`src/sv/tsn_pkg.sv`:
```
`default_nettype none

package tsn_pkg;

  localparam logic FuncChar = 1'b0;
  localparam logic FuncEnd  = 1'b1;

  localparam logic [7:0] ChSpace   = 8'h20;
  localparam logic [7:0] ChTab     = 8'h09;
  localparam logic [7:0] ChNewline = 8'h0a;
  localparam logic [7:0] ChPeriod  = 8'h2e;
  localparam logic [7:0] ChQuest   = 8'h3f;
  localparam logic [7:0] ChExclam  = 8'h21;
  localparam logic [7:0] ChComma   = 8'h2c;
  localparam logic [7:0] ChColon   = 8'h3a;
  localparam logic [7:0] ChLParen  = 8'h28;
  localparam logic [7:0] ChRParen  = 8'h29;
  localparam logic [7:0] ChSemi    = 8'h3b;
  localparam logic [7:0] ChLowerA  = 8'h61;
  localparam logic [7:0] ChLowerZ  = 8'h7a;
  localparam logic [7:0] CaseDelta = 8'h20;
  localparam logic [7:0] ChNul     = 8'h00;

  // One queued transaction: optional leading space, then the byte.
  typedef struct packed {
    logic       space;
    logic [7:0] ch;
    logic       last;
  } tsn_entry_t;

endpackage

`default_nettype wire

```
`src/sv/text_spacing_normalizer.sv`:
```
// Flow: an accepted transaction is written into the queue, then loaded into the output register.
// Throughput: one input transaction per cycle while the queue is not full; an
//   inserted space is shown as its own output byte ahead of the byte, so a
//   long run of spaced bytes slows input once the QDepth-entry queue fills.
// Whitespace bytes produce no result; end of line produces one terminator.
// Reset (rst_ni low, asynchronous): queue and output emptied, line state cleared.
`default_nettype none

module text_spacing_normalizer #(
  parameter int QDepth = 4
) (
  input  wire logic       clk_i,
  input  wire logic       rst_ni,
  input  wire logic       push,
  output logic            full,
  input  wire logic       func_i,
  input  wire logic [7:0] char_in_i,
  output logic            empty,
  input  wire logic       pop,
  output logic [7:0]      char_out_o,
  output logic            is_last_o
);
  import tsn_pkg::*;

  logic       take, wr, rd, q_empty;
  tsn_entry_t wr_data, rd_data;

  assign take = push && !full;

  tsn_front u_front (
    .clk_i     (clk_i),
    .rst_ni    (rst_ni),
    .take_i    (take),
    .func_i    (func_i),
    .char_in_i (char_in_i),
    .wr_o      (wr),
    .wr_data_o (wr_data)
  );

  tsn_fifo #(
    .Depth (QDepth)
  ) u_fifo (
    .clk_i     (clk_i),
    .rst_ni    (rst_ni),
    .wr_i      (wr),
    .wr_data_i (wr_data),
    .full_o    (full),
    .rd_i      (rd),
    .rd_data_o (rd_data),
    .empty_o   (q_empty)
  );

  tsn_back u_back (
    .clk_i      (clk_i),
    .rst_ni     (rst_ni),
    .q_empty_i  (q_empty),
    .q_data_i   (rd_data),
    .q_rd_o     (rd),
    .pop_i      (pop),
    .empty_o    (empty),
    .char_out_o (char_out_o),
    .is_last_o  (is_last_o)
  );

endmodule

`default_nettype wire

```
`src/sv/tsn_front.sv`:
```
`default_nettype none

module tsn_front (
  input  wire logic               clk_i,
  input  wire logic               rst_ni,
  input  wire logic               take_i,
  input  wire logic               func_i,
  input  wire logic [7:0]         char_in_i,
  output logic                    wr_o,
  output tsn_pkg::tsn_entry_t     wr_data_o
);
  import tsn_pkg::*;

  logic started_q, started_d;
  logic gap_q, gap_d;
  logic owed_q, owed_d;
  logic cap_q, cap_d;

  logic       is_end, is_ws, is_punct, is_sent, need_space;
  logic [7:0] cap_ch;

  always_comb begin
    is_end   = (func_i == FuncEnd);
    is_ws    = (char_in_i == ChSpace) || (char_in_i == ChTab) || (char_in_i == ChNewline);
    is_punct = (char_in_i == ChComma) || (char_in_i == ChColon) ||
               (char_in_i == ChPeriod) || (char_in_i == ChQuest) ||
               (char_in_i == ChExclam) || (char_in_i == ChLParen) ||
               (char_in_i == ChRParen) || (char_in_i == ChSemi);
    is_sent  = (char_in_i == ChPeriod) || (char_in_i == ChQuest) ||
               (char_in_i == ChExclam);
    cap_ch   = (cap_q && (char_in_i >= ChLowerA) && (char_in_i <= ChLowerZ)) ?
               (char_in_i - CaseDelta) : char_in_i;
    need_space = is_punct ? owed_q : (started_q && (gap_q || owed_q));

    wr_o             = take_i && (is_end || !is_ws);
    wr_data_o.space  = !is_end && need_space;
    wr_data_o.ch     = is_end ? ChNul : cap_ch;
    wr_data_o.last   = is_end;

    started_d = started_q;
    gap_d     = gap_q;
    owed_d    = owed_q;
    cap_d     = cap_q;
    if (take_i) begin
      if (is_end) begin
        started_d = 1'b0;
        gap_d     = 1'b0;
        owed_d    = 1'b0;
        cap_d     = 1'b1;
      end else if (is_ws) begin
        gap_d = gap_q || started_q;
      end else begin
        started_d = 1'b1;
        gap_d     = 1'b0;
        owed_d    = is_punct;
        cap_d     = is_sent;
      end
    end
  end

  always_ff @(posedge clk_i or negedge rst_ni) begin
    if (!rst_ni) begin
      started_q <= 1'b0;
      gap_q     <= 1'b0;
      owed_q    <= 1'b0;
      cap_q     <= 1'b1;
    end else begin
      started_q <= started_d;
      gap_q     <= gap_d;
      owed_q    <= owed_d;
      cap_q     <= cap_d;
    end
  end

endmodule

`default_nettype wire

```
`src/sv/tsn_fifo.sv`:
```
`default_nettype none

module tsn_fifo #(
  parameter int Depth = 4
) (
  input  wire logic               clk_i,
  input  wire logic               rst_ni,
  input  wire logic               wr_i,
  input  wire tsn_pkg::tsn_entry_t wr_data_i,
  output logic                    full_o,
  input  wire logic               rd_i,
  output tsn_pkg::tsn_entry_t     rd_data_o,
  output logic                    empty_o
);
  import tsn_pkg::*;

  localparam int AW = (Depth > 1) ? $clog2(Depth) : 1;
  localparam int CW = $clog2(Depth + 1);

  tsn_entry_t     mem_q [Depth];
  logic [AW-1:0]  wptr_q, wptr_d, rptr_q, rptr_d;
  logic [CW-1:0]  cnt_q, cnt_d;
  logic           do_wr, do_rd;

  always_comb begin
    full_o    = (cnt_q == CW'(Depth));
    empty_o   = (cnt_q == '0);
    do_wr     = wr_i && !full_o;
    do_rd     = rd_i && !empty_o;
    rd_data_o = mem_q[rptr_q];
    wptr_d    = wptr_q;
    rptr_d    = rptr_q;
    if (do_wr) begin
      wptr_d = (wptr_q == AW'(Depth - 1)) ? '0 : wptr_q + 1'b1;
    end
    if (do_rd) begin
      rptr_d = (rptr_q == AW'(Depth - 1)) ? '0 : rptr_q + 1'b1;
    end
    cnt_d = cnt_q;
    if (do_wr && !do_rd) begin
      cnt_d = cnt_q + 1'b1;
    end else if (do_rd && !do_wr) begin
      cnt_d = cnt_q - 1'b1;
    end
  end

  always_ff @(posedge clk_i) begin
    if (do_wr) begin
      mem_q[wptr_q] <= wr_data_i;
    end
  end

  always_ff @(posedge clk_i or negedge rst_ni) begin
    if (!rst_ni) begin
      wptr_q <= '0;
      rptr_q <= '0;
      cnt_q  <= '0;
    end else begin
      wptr_q <= wptr_d;
      rptr_q <= rptr_d;
      cnt_q  <= cnt_d;
    end
  end

endmodule

`default_nettype wire

```
`src/sv/tsn_back.sv`:
```
`default_nettype none

module tsn_back (
  input  wire logic               clk_i,
  input  wire logic               rst_ni,
  input  wire logic               q_empty_i,
  input  wire tsn_pkg::tsn_entry_t q_data_i,
  output logic                    q_rd_o,
  input  wire logic               pop_i,
  output logic                    empty_o,
  output logic [7:0]              char_out_o,
  output logic                    is_last_o
);
  import tsn_pkg::*;

  logic       valid_q, valid_d;
  logic       spdone_q, spdone_d;
  logic [7:0] ch_q, ch_d;
  logic       last_q, last_d;
  logic       load, take;

  always_comb begin
    load     = !valid_q || pop_i;
    take     = load && !q_empty_i;
    valid_d  = take ? 1'b1 : (valid_q && !pop_i);
    spdone_d = spdone_q;
    ch_d     = ch_q;
    last_d   = last_q;
    q_rd_o   = 1'b0;
    if (take) begin
      if (q_data_i.space && !spdone_q) begin
        ch_d     = ChSpace;
        last_d   = 1'b0;
        spdone_d = 1'b1;
      end else begin
        ch_d     = q_data_i.ch;
        last_d   = q_data_i.last;
        spdone_d = 1'b0;
        q_rd_o   = 1'b1;
      end
    end
  end

  always_ff @(posedge clk_i) begin
    ch_q   <= ch_d;
    last_q <= last_d;
  end

  always_ff @(posedge clk_i or negedge rst_ni) begin
    if (!rst_ni) begin
      valid_q  <= 1'b0;
      spdone_q <= 1'b0;
    end else begin
      valid_q  <= valid_d;
      spdone_q <= spdone_d;
    end
  end

  assign empty_o    = !valid_q;
  assign char_out_o = ch_q;
  assign is_last_o  = last_q;

endmodule

`default_nettype wire

```
`config.mk`:
```
export PLATFORM = sky130hd
export DESIGN_NAME = text_spacing_normalizer
export DESIGN_NICKNAME = d
export VERILOG_FILES = /design/src/sv/tsn_pkg.sv /design/src/sv/text_spacing_normalizer.sv /design/src/sv/tsn_front.sv /design/src/sv/tsn_fifo.sv /design/src/sv/tsn_back.sv
export SDC_FILE = /design/constraint.sdc
export NUM_CORES = 1
export LEC_CHECK = 0
export ABC_AREA = 1
export CORE_MARGIN = 4
export CORE_UTILIZATION = 50
export CTS_CLUSTER_SIZE = 30
export DETAILED_ROUTE_END_ITERATION = 8
export DONT_BUFFER_PORTS = 1
export PLACE_DENSITY = 0.76
export SYNTH_ARGS = -nofsm -noshare
export SYNTH_HDL_FRONTEND = slang
export SYNTH_SLANG_ARGS = --single-unit
```
`constraint.sdc`:
```
create_clock -name clk_i -period 2.2 [get_ports clk_i]
set_clock_uncertainty 0.05 [all_clocks]
set_input_delay 0.44 -clock clk_i [delete_from_list [all_inputs] [get_ports clk_i]]
set_output_delay 0.44 -clock clk_i [all_outputs]
set_load 0.02 [all_outputs]
```
Word-level counts from Yosys, hierarchy flattened
Memory sizes are Yosys's and may differ from the RTL's.
Cells that the tools add are included.
{ "word_totals": {"register_bits": 22, "ramBits": 40, "in_bits": 13, "out_inout_bits": 11, "elab_cells": 95, "mem_count": 1} }
{ "memory_table": {"columns": ["name", "depth", "word_bits", "rd", "rd_ports_with_merged_regs", "write_ports", "line_no", "rtl"], "rows": [
  ["u_fifo.mem_q", 4, 10, 1, 0, 1, "tsn_fifo.sv:20", "tsn_entry_t mem_q [Depth];"]
]} }
{ "classes": {"n_addsub": 5, "order_cmp": 2, "eq_ne": 15, "n_mux": 21, "n_reduce_logical": 40} }
{ "op_table": {"columns": ["operator", "count"], "rows": [
  ["8-bit by 6-bit == test with 1-bit output (second input constant)", 9],
  ["8-bit by 4-bit == test with 1-bit output (second input constant)", 2],
  ["8-bit two-way mux", 2],
  ["1-bit logical OR", 15],
  ["1-bit two-way mux", 15],
  ["1-bit logical AND", 13],
  ["1-bit zero test", 9],
  ["8-bit by 7-bit greater-or-equal comparator with 1-bit output (second input constant)", 1],
  ["8-bit by 7-bit less-or-equal comparator with 1-bit output (second input constant)", 1],
  ["8-bit by 6-bit subtractor with 8-bit output (second input constant)", 1],
  ["3-bit two-way mux", 2],
  ["2-bit by 1-bit adder with 2-bit output (second input constant)", 2],
  ["2-bit == test (second input constant)", 2],
  ["2-bit two-way mux", 2],
  ["3-bit by 1-bit adder with 3-bit output (second input constant)", 1],
  ["3-bit == test (second input constant)", 1],
  ["3-bit zero test", 1],
  ["3-bit by 1-bit subtractor with 3-bit output (second input constant)", 1],
  ["2-bit != test (second input constant)", 1],
  ["2-bit AND reduction", 1],
  ["2-bit nonzero test", 1]
]} }

Logic depth before layout (Yosys ltp)
{ "logic_depth": {"ltp_word": 11, "ltp_mapped": 14} }

By module
A second synthesis with hierarchy kept.
{ "hier_totals": {"hier_cells": 317, "area_unflattened_um2": 3072.9} }
{ "modules_own_cells": {"columns": ["mod", "n_inst", "cells_each", "area_each_um2"], "rows": [
  ["tsn_fifo", 1, 177, 2085.8],
  ["tsn_front", 1, 96, 521.8],
  ["tsn_back", 1, 42, 455.4],
  ["text_spacing_normalizer", 1, 2, 10.0]
]} }

Least setup slack after synthesis
No wires, ideal clock.
{ "synth_path": {"kind": "input to register", "startpoint": "input port pop", "endpoint": "register u_fifo.cnt_q[2]", "arrival_time_ns": 2.161, "slack_ns": -0.142, "path_stages": 10, "cell_sequence": "or2_2 -> o21ai_0 -> inv_1 -> nand2_1 -> ha_1 -> inv_1 -> fa_1 -> a21oi_1 -> o21ai_0 -> xor2_1"} }
{ "synth_via": {"elab_chain_cells": 7, "elab_cells_between_ends": 9, "classes_between": "mux: 2; reduce/logical: 7"} }
{ "synth_rtl": {"columns": ["element", "line_no", "rtl"], "rows": [
  ["start, declared", "text_spacing_normalizer.sv:19", "input wire logic pop,"],
  ["1-bit logical OR (*)", "tsn_back.sv:23", "load = !valid_q || pop_i;"],
  ["1-bit logical AND (*)", "tsn_back.sv:24", "take = load && !q_empty_i;"],
  ["1-bit two-way mux (*)", "tsn_back.sv:30", "if (take) begin"],
  ["1-bit logical AND (*)", "tsn_fifo.sv:29", "do_rd = rd_i && !empty_o;"],
  ["1-bit zero test", "tsn_fifo.sv:40", "if (do_wr && !do_rd) begin"],
  ["1-bit logical AND", "tsn_fifo.sv:40", null],
  ["3-bit two-way mux or 2-bit nonzero test (tied branches)", null, null],
  ["end signal, assigned", "tsn_fifo.sv:61", "cnt_q <= cnt_d;"],
  ["end, declared", "tsn_fifo.sv:22", "logic [CW-1:0] cnt_q, cnt_d;"]
]} }
Every way passes the cells marked *; elsewhere a longest branch is shown, timed or not.
A chain may end at the register's enable or synchronous reset.

Worst setup path in the final report
{ "layout_path": {"startpoint": "register u_fifo.cnt_q[1]", "endpoint": "register u_fifo.cnt_q[2]"} }
{ "layout_via": {"elab_chain_cells": 8, "elab_cells_between_ends": 19, "classes_between": "add/sub: 2; eq/ne: 1; mux: 3; reduce/logical: 13"} }
{ "layout_rtl": {"columns": ["element", "line_no", "rtl"], "rows": [
  ["3-bit == test (*)", "tsn_fifo.sv:26", "full_o = (cnt_q == CW'(Depth));"],
  ["1-bit zero test (*)", "text_spacing_normalizer.sv:28, tsn_fifo.sv:28", null],
  ["1-bit logical AND", "text_spacing_normalizer.sv:28", "assign take = push && !full;"],
  ["1-bit logical AND", "tsn_front.sv:35", "wr_o = take_i && (is_end || !is_ws);"],
  ["1-bit logical AND (*)", "tsn_fifo.sv:28", "do_wr = wr_i && !full_o;"],
  ["via u_fifo.do_wr", "tsn_fifo.sv:23", "logic do_wr, do_rd;"],
  ["1-bit zero test", "tsn_fifo.sv:42", "end else if (do_rd && !do_wr) begin"],
  ["1-bit logical AND", "tsn_fifo.sv:42", null],
  ["2-bit nonzero test (no line)", null, null]
]} }
The timed path passes the listed nets; every way through them passes the cells marked *. The select of a mux whose other input is x is not followed.

==> impl_metrics.prom <==
# TYPE chip_impl_metric gauge
chip_impl_info{name="run_status",value="complete, no violations"} 1
chip_impl_metric{name="die_height",unit="um"} 83.6
chip_impl_metric{name="drc_errors",unit=""} 0
chip_impl_metric{name="pre_cts_ws",unit="ns"} -0.113
chip_impl_metric{name="setup_ws",unit="ns"} 0.0869
chip_impl_metric{name="place_congestion",unit=""} 0.848
chip_impl_info{name="synth.largest_area_cell",value="sky130_fd_sc_hd__edfxtp_1"} 1
chip_impl_metric{name="synthesis.area_per_instance",unit="um^2"} 10.2
chip_impl_metric{name="gr-usage-all-layers",unit="%"} 16.3
chip_impl_info{name="regToRegStartpoint",value="u_fifo.cnt_q[1]$_DFFE_PN0P_"} 1
chip_impl_metric{name="crit_fanout",unit=""} 3
chip_impl_metric{name="ctsHtreeMaxLevel",unit=""} 3
chip_impl_info{name="rsz_0062_raised_after_global_routing",value="false"} 1
chip_impl_metric{name="routed-via-count",unit=""} 1954
chip_impl_metric{name="clock_sink_count",unit=""} 62
chip_impl_metric{name="yosys.area.top_type_share",unit="%"} 51.5
chip_impl_metric{name="numPortBuffers",unit=""} 0
chip_impl_metric{name="internal-power",unit="W"} 0.00279
chip_impl_metric{name="power_frac_comb",unit="%"} 33.2
chip_impl_info{name="worst_r2r_endpoint",value="u_fifo.cnt_q[2]$_DFFE_PN0P_"} 1
chip_impl_metric{name="floorplan.io_pins",unit=""} 24
chip_impl_metric{name="wl_per_cell",unit="um"} 13.6
chip_impl_info{name="dominant_combinational_cell_family_by_area_after_synthesis",value="simple AND/OR/NAND/NOR gates"} 1
chip_impl_metric{name="timing.final.max_slew_violations",unit=""} 0
chip_impl_metric{name="timing.reg2reg.worst_path_depth",unit=""} 12
chip_impl_metric{name="clk_latency",unit="ns"} 0.33
chip_impl_metric{name="layout-area-overhead-vs-synth",unit="%"} 15.9
chip_impl_metric{name="timing.critical_path.required",unit="ns"} 2.35
chip_impl_metric{name="routed_via_density",unit=""} 5.06
chip_impl_metric{name="antenna_found_initial",unit=""} 0
chip_impl_metric{name="total_leakage_power",unit="nW"} 1.43
chip_impl_metric{name="worst-slew-pin-transition",unit="ns"} 0.596
chip_impl_metric{name="synth_compound_area_share",unit="%"} 9.28
chip_impl_metric{name="global_route_total_overflow",unit=""} 0
chip_impl_metric{name="route.met2.wl",unit="mm"} 2.63
chip_impl_metric{name="met3WireLength",unit="um"} 244
chip_impl_metric{name="timing.slew.headroom",unit="%"} 60.1
chip_impl_metric{name="number_of_global_route_vias_before_repair",unit=""} 1867
chip_impl_metric{name="synthesis.yosys.warnings",unit=""} 0
chip_impl_metric{name="powerDensity",unit="mW/mm^2"} 1300
chip_impl_metric{name="synth.net_count",unit=""} 301
chip_impl_metric{name="finalHoldViolations",unit=""} 0
chip_impl_info{name="timing.critical_path.to",value="u_fifo.cnt_q[2]$_DFFE_PN0P_"} 1
chip_impl_metric{name="maxClockFrequency",unit="GHz"} 0.473
chip_impl_metric{name="design.core.area",unit="mm^2"} 0.00554
chip_impl_metric{name="switching_share",unit="%"} 35.5
chip_impl_metric{name="synthesis.instances",unit=""} 279
chip_impl_info{name="topRoutingLayerUsed",value="met4"} 1
chip_impl_metric{name="synth_simple_gate_area_share",unit="%"} 16.5
chip_impl_metric{name="seq_area_frac_synth",unit="%"} 62.9
chip_impl_metric{name="dieWidth",unit="um"} 83.6
chip_impl_metric{name="detail_route.wirelength",unit="mm"} 5.27
chip_impl_metric{name="post_route_cells_drive_above_1_share",unit="%"} 18.5
chip_impl_metric{name="final_core_occ",unit="%"} 59.8
chip_impl_metric{name="m1WireLength",unit="mm"} 2.32
chip_impl_metric{name="die_area",unit="mm^2"} 0.00699
chip_impl_metric{name="post_synth_fa_ha_maj_area_fraction",unit="%"} 4.20
chip_impl_info{name="setup.worst_path.start_class",value="flip-flop"} 1
chip_impl_info{name="critical_path_class",value="flip-flop to flip-flop"} 1
chip_impl_metric{name="hpwl",unit="mm"} 3.80
chip_impl_metric{name="drt_pre_antenna_iters",unit=""} 4
chip_impl_metric{name="synth-xor-area-share",unit="%"} 0.613
chip_impl_metric{name="critical_path_arrival",unit="ns"} 2.27
chip_impl_metric{name="rows",unit=""} 27
chip_impl_metric{name="finalInstanceArea",unit="mm^2"} 0.00331
chip_impl_metric{name="n_antenna_cell",unit=""} 0
chip_impl_metric{name="ys_seq_elements",unit=""} 62
chip_impl_metric{name="grt_pass1_wl",unit="mm"} 8.85
chip_impl_metric{name="ctsLongestPathBuffers",unit=""} 2
chip_impl_metric{name="whs",unit="ns"} 0.138
chip_impl_metric{name="finish.net_count",unit=""} 331
chip_impl_info{name="critPathCaptureType",value="flip-flop"} 1
chip_impl_info{name="cts_tree",value="built"} 1
chip_impl_info{name="ys_top_cells_by_area",value="sky130_fd_sc_hd__edfxtp_1 51%, sky130_fd_sc_hd__dfrtp_1 11%, sky130_fd_sc_hd__nor2_1 6.7%, sky130_fd_sc_hd__nand2_1 5.6%, sky130_fd_sc_hd__inv_1 5.0%"} 1
chip_impl_metric{name="synth.cell_area",unit="mm^2"} 0.00286
chip_impl_metric{name="cts_buffers",unit=""} 9
chip_impl_metric{name="drv.max_cap_violation_count",unit=""} 0
chip_impl_metric{name="pwr-share-clk",unit="%"} 22.0
chip_impl_metric{name="path_clk_slew",unit="ns"} 0.07
chip_impl_metric{name="layout_worst_path_cycle_share",unit="%"} 96.1
chip_impl_metric{name="drt-initial-drc-count",unit=""} 117
chip_impl_metric{name="setup_viol",unit=""} 0
chip_impl_metric{name="post_synth_mux_area_share",unit="%"} 0
chip_impl_metric{name="antenna_violating_nets_post_route",unit=""} 0
chip_impl_info{name="setup.worst_path.start",value="u_fifo.cnt_q[1]$_DFFE_PN0P_"} 1
chip_impl_metric{name="synthDistinctLibCells",unit=""} 28
chip_impl_metric{name="regToRegSetupSlack",unit="ns"} 0.09
chip_impl_metric{name="switchingPower",unit="W"} 0.00153
chip_impl_metric{name="start_util",unit="%"} 51.6
chip_impl_metric{name="max-vdd-ir-drop",unit="uV"} 496
chip_impl_info{name="holdCritPathClass",value="primary input to flip-flop"} 1
chip_impl_metric{name="post_dp_cell_area",unit="mm^2"} 0.00308
chip_impl_metric{name="finalCriticalPeriod",unit="ns"} 2.11
chip_impl_metric{name="largest_net_degree_at_the_start_of_global_routing",unit=""} 20
chip_impl_metric{name="p_seq_share",unit="%"} 44.8
chip_impl_info{name="ctsRootBufferMaster",value="sky130_fd_sc_hd__clkbuf_8"} 1
## cells in the final DEF (no fill, tap or decap), drive strengths merged
master | synthesis | layout
edfxtp | 49 | 49
clkinv | 0 | 2
dlygate4sd3 | 0 | 1
o21a | 2 | 2
ha | 8 | 8
nor3 | 2 | 2
inv | 38 | 38
nand2 | 48 | 48
o22ai | 8 | 8
o21ai | 29 | 29
dfrtp | 12 | 12
xor2 | 1 | 1
a21oi | 7 | 7
buf | 5 | 26
nand4 | 3 | 3
nor2 | 52 | 52
bufinv | 0 | 1
o221ai | 1 | 1
dfstp | 1 | 1
clkinvlp | 0 | 3
fa | 1 | 1
xnor2 | 1 | 1
or2 | 1 | 1
nand3 | 7 | 7
clkbuf | 3 | 10
## per-stage QoR
step           cells  setup TNS [ns]  total power, W
2_1_floorplan    279               0         0.00287
3_3_place_gp     365         -0.0264         0.00325
3_5_place_dp     365          -0.113         0.00334
4_1_cts          382               0         0.00430
5_1_grt          386               0         0.00465
6_report         386               0         0.00432
## critical path, stage by stage, from the launching register on
cell	delay [ns]
sky130_fd_sc_hd__dfrtp_1	0.37
sky130_fd_sc_hd__inv_1	0.08
sky130_fd_sc_hd__nand2_2	0.09
sky130_fd_sc_hd__o21ai_0	0.10
sky130_fd_sc_hd__inv_1	0.14
sky130_fd_sc_hd__nand2_4	0.06
sky130_fd_sc_hd__inv_1	0.07
sky130_fd_sc_hd__ha_1	0.14
sky130_fd_sc_hd__inv_1	0.08
sky130_fd_sc_hd__fa_2	0.39
sky130_fd_sc_hd__a21oi_1	0.13
sky130_fd_sc_hd__o21ai_0	0.12
sky130_fd_sc_hd__xor2_1	0.16
## flip-flops by register name (all words and copies together), names as in the netlist, 2 cells and up
name / count
u_fifo.rptr_q: 2
u_fifo.wptr_q: 2
u_fifo.cnt_q: 3
u_fifo.mem_q: 40
u_back.char_out_o: 8
## synthesized netlist by cell type
| cell | instances |
|---|---|
| sky130_fd_sc_hd__nand2_1 | 43 |
| sky130_fd_sc_hd__fa_1 | 1 |
| sky130_fd_sc_hd__o221ai_1 | 1 |
| sky130_fd_sc_hd__o21ai_0 | 26 |
| sky130_fd_sc_hd__buf_6 | 1 |
| sky130_fd_sc_hd__clkbuf_2 | 1 |
| sky130_fd_sc_hd__nor3_1 | 2 |
| sky130_fd_sc_hd__clkbuf_1 | 2 |
| sky130_fd_sc_hd__buf_2 | 4 |
| sky130_fd_sc_hd__dfstp_2 | 1 |
| sky130_fd_sc_hd__xor2_1 | 1 |
| sky130_fd_sc_hd__o21a_1 | 2 |
| sky130_fd_sc_hd__dfrtp_1 | 12 |
| sky130_fd_sc_hd__o22ai_1 | 8 |
| sky130_fd_sc_hd__nand4_1 | 3 |
| sky130_fd_sc_hd__xnor2_1 | 1 |
| sky130_fd_sc_hd__or2_2 | 1 |
| sky130_fd_sc_hd__inv_1 | 38 |
| sky130_fd_sc_hd__nand2_4 | 1 |
| sky130_fd_sc_hd__nor2_1 | 51 |
| sky130_fd_sc_hd__edfxtp_1 | 49 |
| sky130_fd_sc_hd__nand3_2 | 1 |
| sky130_fd_sc_hd__nand3_1 | 6 |
| sky130_fd_sc_hd__o21ai_2 | 3 |
| sky130_fd_sc_hd__ha_1 | 8 |
| sky130_fd_sc_hd__nand2_2 | 4 |
| sky130_fd_sc_hd__a21oi_1 | 7 |
| sky130_fd_sc_hd__nor2_2 | 1 |
## power by group through the flow
stage / combinational (W) / sequential, W / clock (W)
floorplan: 0.000951 / 0.00192 / 0
global placement: 0.00130 / 0.00195 / 0
finish: 0.00143 / 0.00194 / 0.000948
detailed placement: 0.00138 / 0.00197 / 0
global route: 0.00164 / 0.00196 / 0.00105
CTS: 0.00138 / 0.00194 / 0.000969
## how the worst min path moves through the flow
stage | from | endpoint | depth (start not counted)
2_1_floorplan | rst_ni | u_back.spdone_q$_DFFE_PN0N_ | 0
3_3_place_gp | rst_ni | u_back.spdone_q$_DFFE_PN0N_ | 0
3_5_place_dp | rst_ni | u_back.spdone_q$_DFFE_PN0N_ | 0
4_1_cts | func_i | u_front.started_q$_DFFE_PN0N_ | 1
5_1_grt | func_i | u_front.started_q$_DFFE_PN0N_ | 1
6_report | func_i | u_front.started_q$_DFFE_PN0N_ | 1
## routing by layer
layer  global-route usage, %  vias up
li1                        -      986
met1                    20.3      912
met2                    26.4       50
met3                    4.74        6
met4                    7.02        0
met5                       0        -
## cell type report
cell class | instances | area (um^2)
inverters | 38 | 143
clock inverters | 6 | 62.6
fillers | 453 | 2230
repair buffers | 27 | 205
multi-input cells | 171 | 886
clock buffers | 10 | 128
flip-flops and latches | 62 | 1800
well taps | 72 | 90.1
## repair_timing
| item | CTS | global route |
|---|---|---|
| endpoints found under the setup margin | 0 | 1 |
| gates resized for setup | 0 | 3 |
| hold endpoints to repair | 13 | 0 |
| setup buffers | 0 | 4 |
| hold buffers | 1 | 0 |
## logic make-up (layout without fill, tap and decap cells)
kind of cell / Yosys count / in the layout
AND/OR/NAND/NOR: 113 / 113
flip-flops: 62 / 62
AO/OA/AOI/OAI: 47 / 47
buffers and inverters: 46 / 81
adder cells (fa/ha/maj): 9 / 9
XOR/XNOR: 2 / 2
No activity file was read; power rests on OpenSTA's default activity.
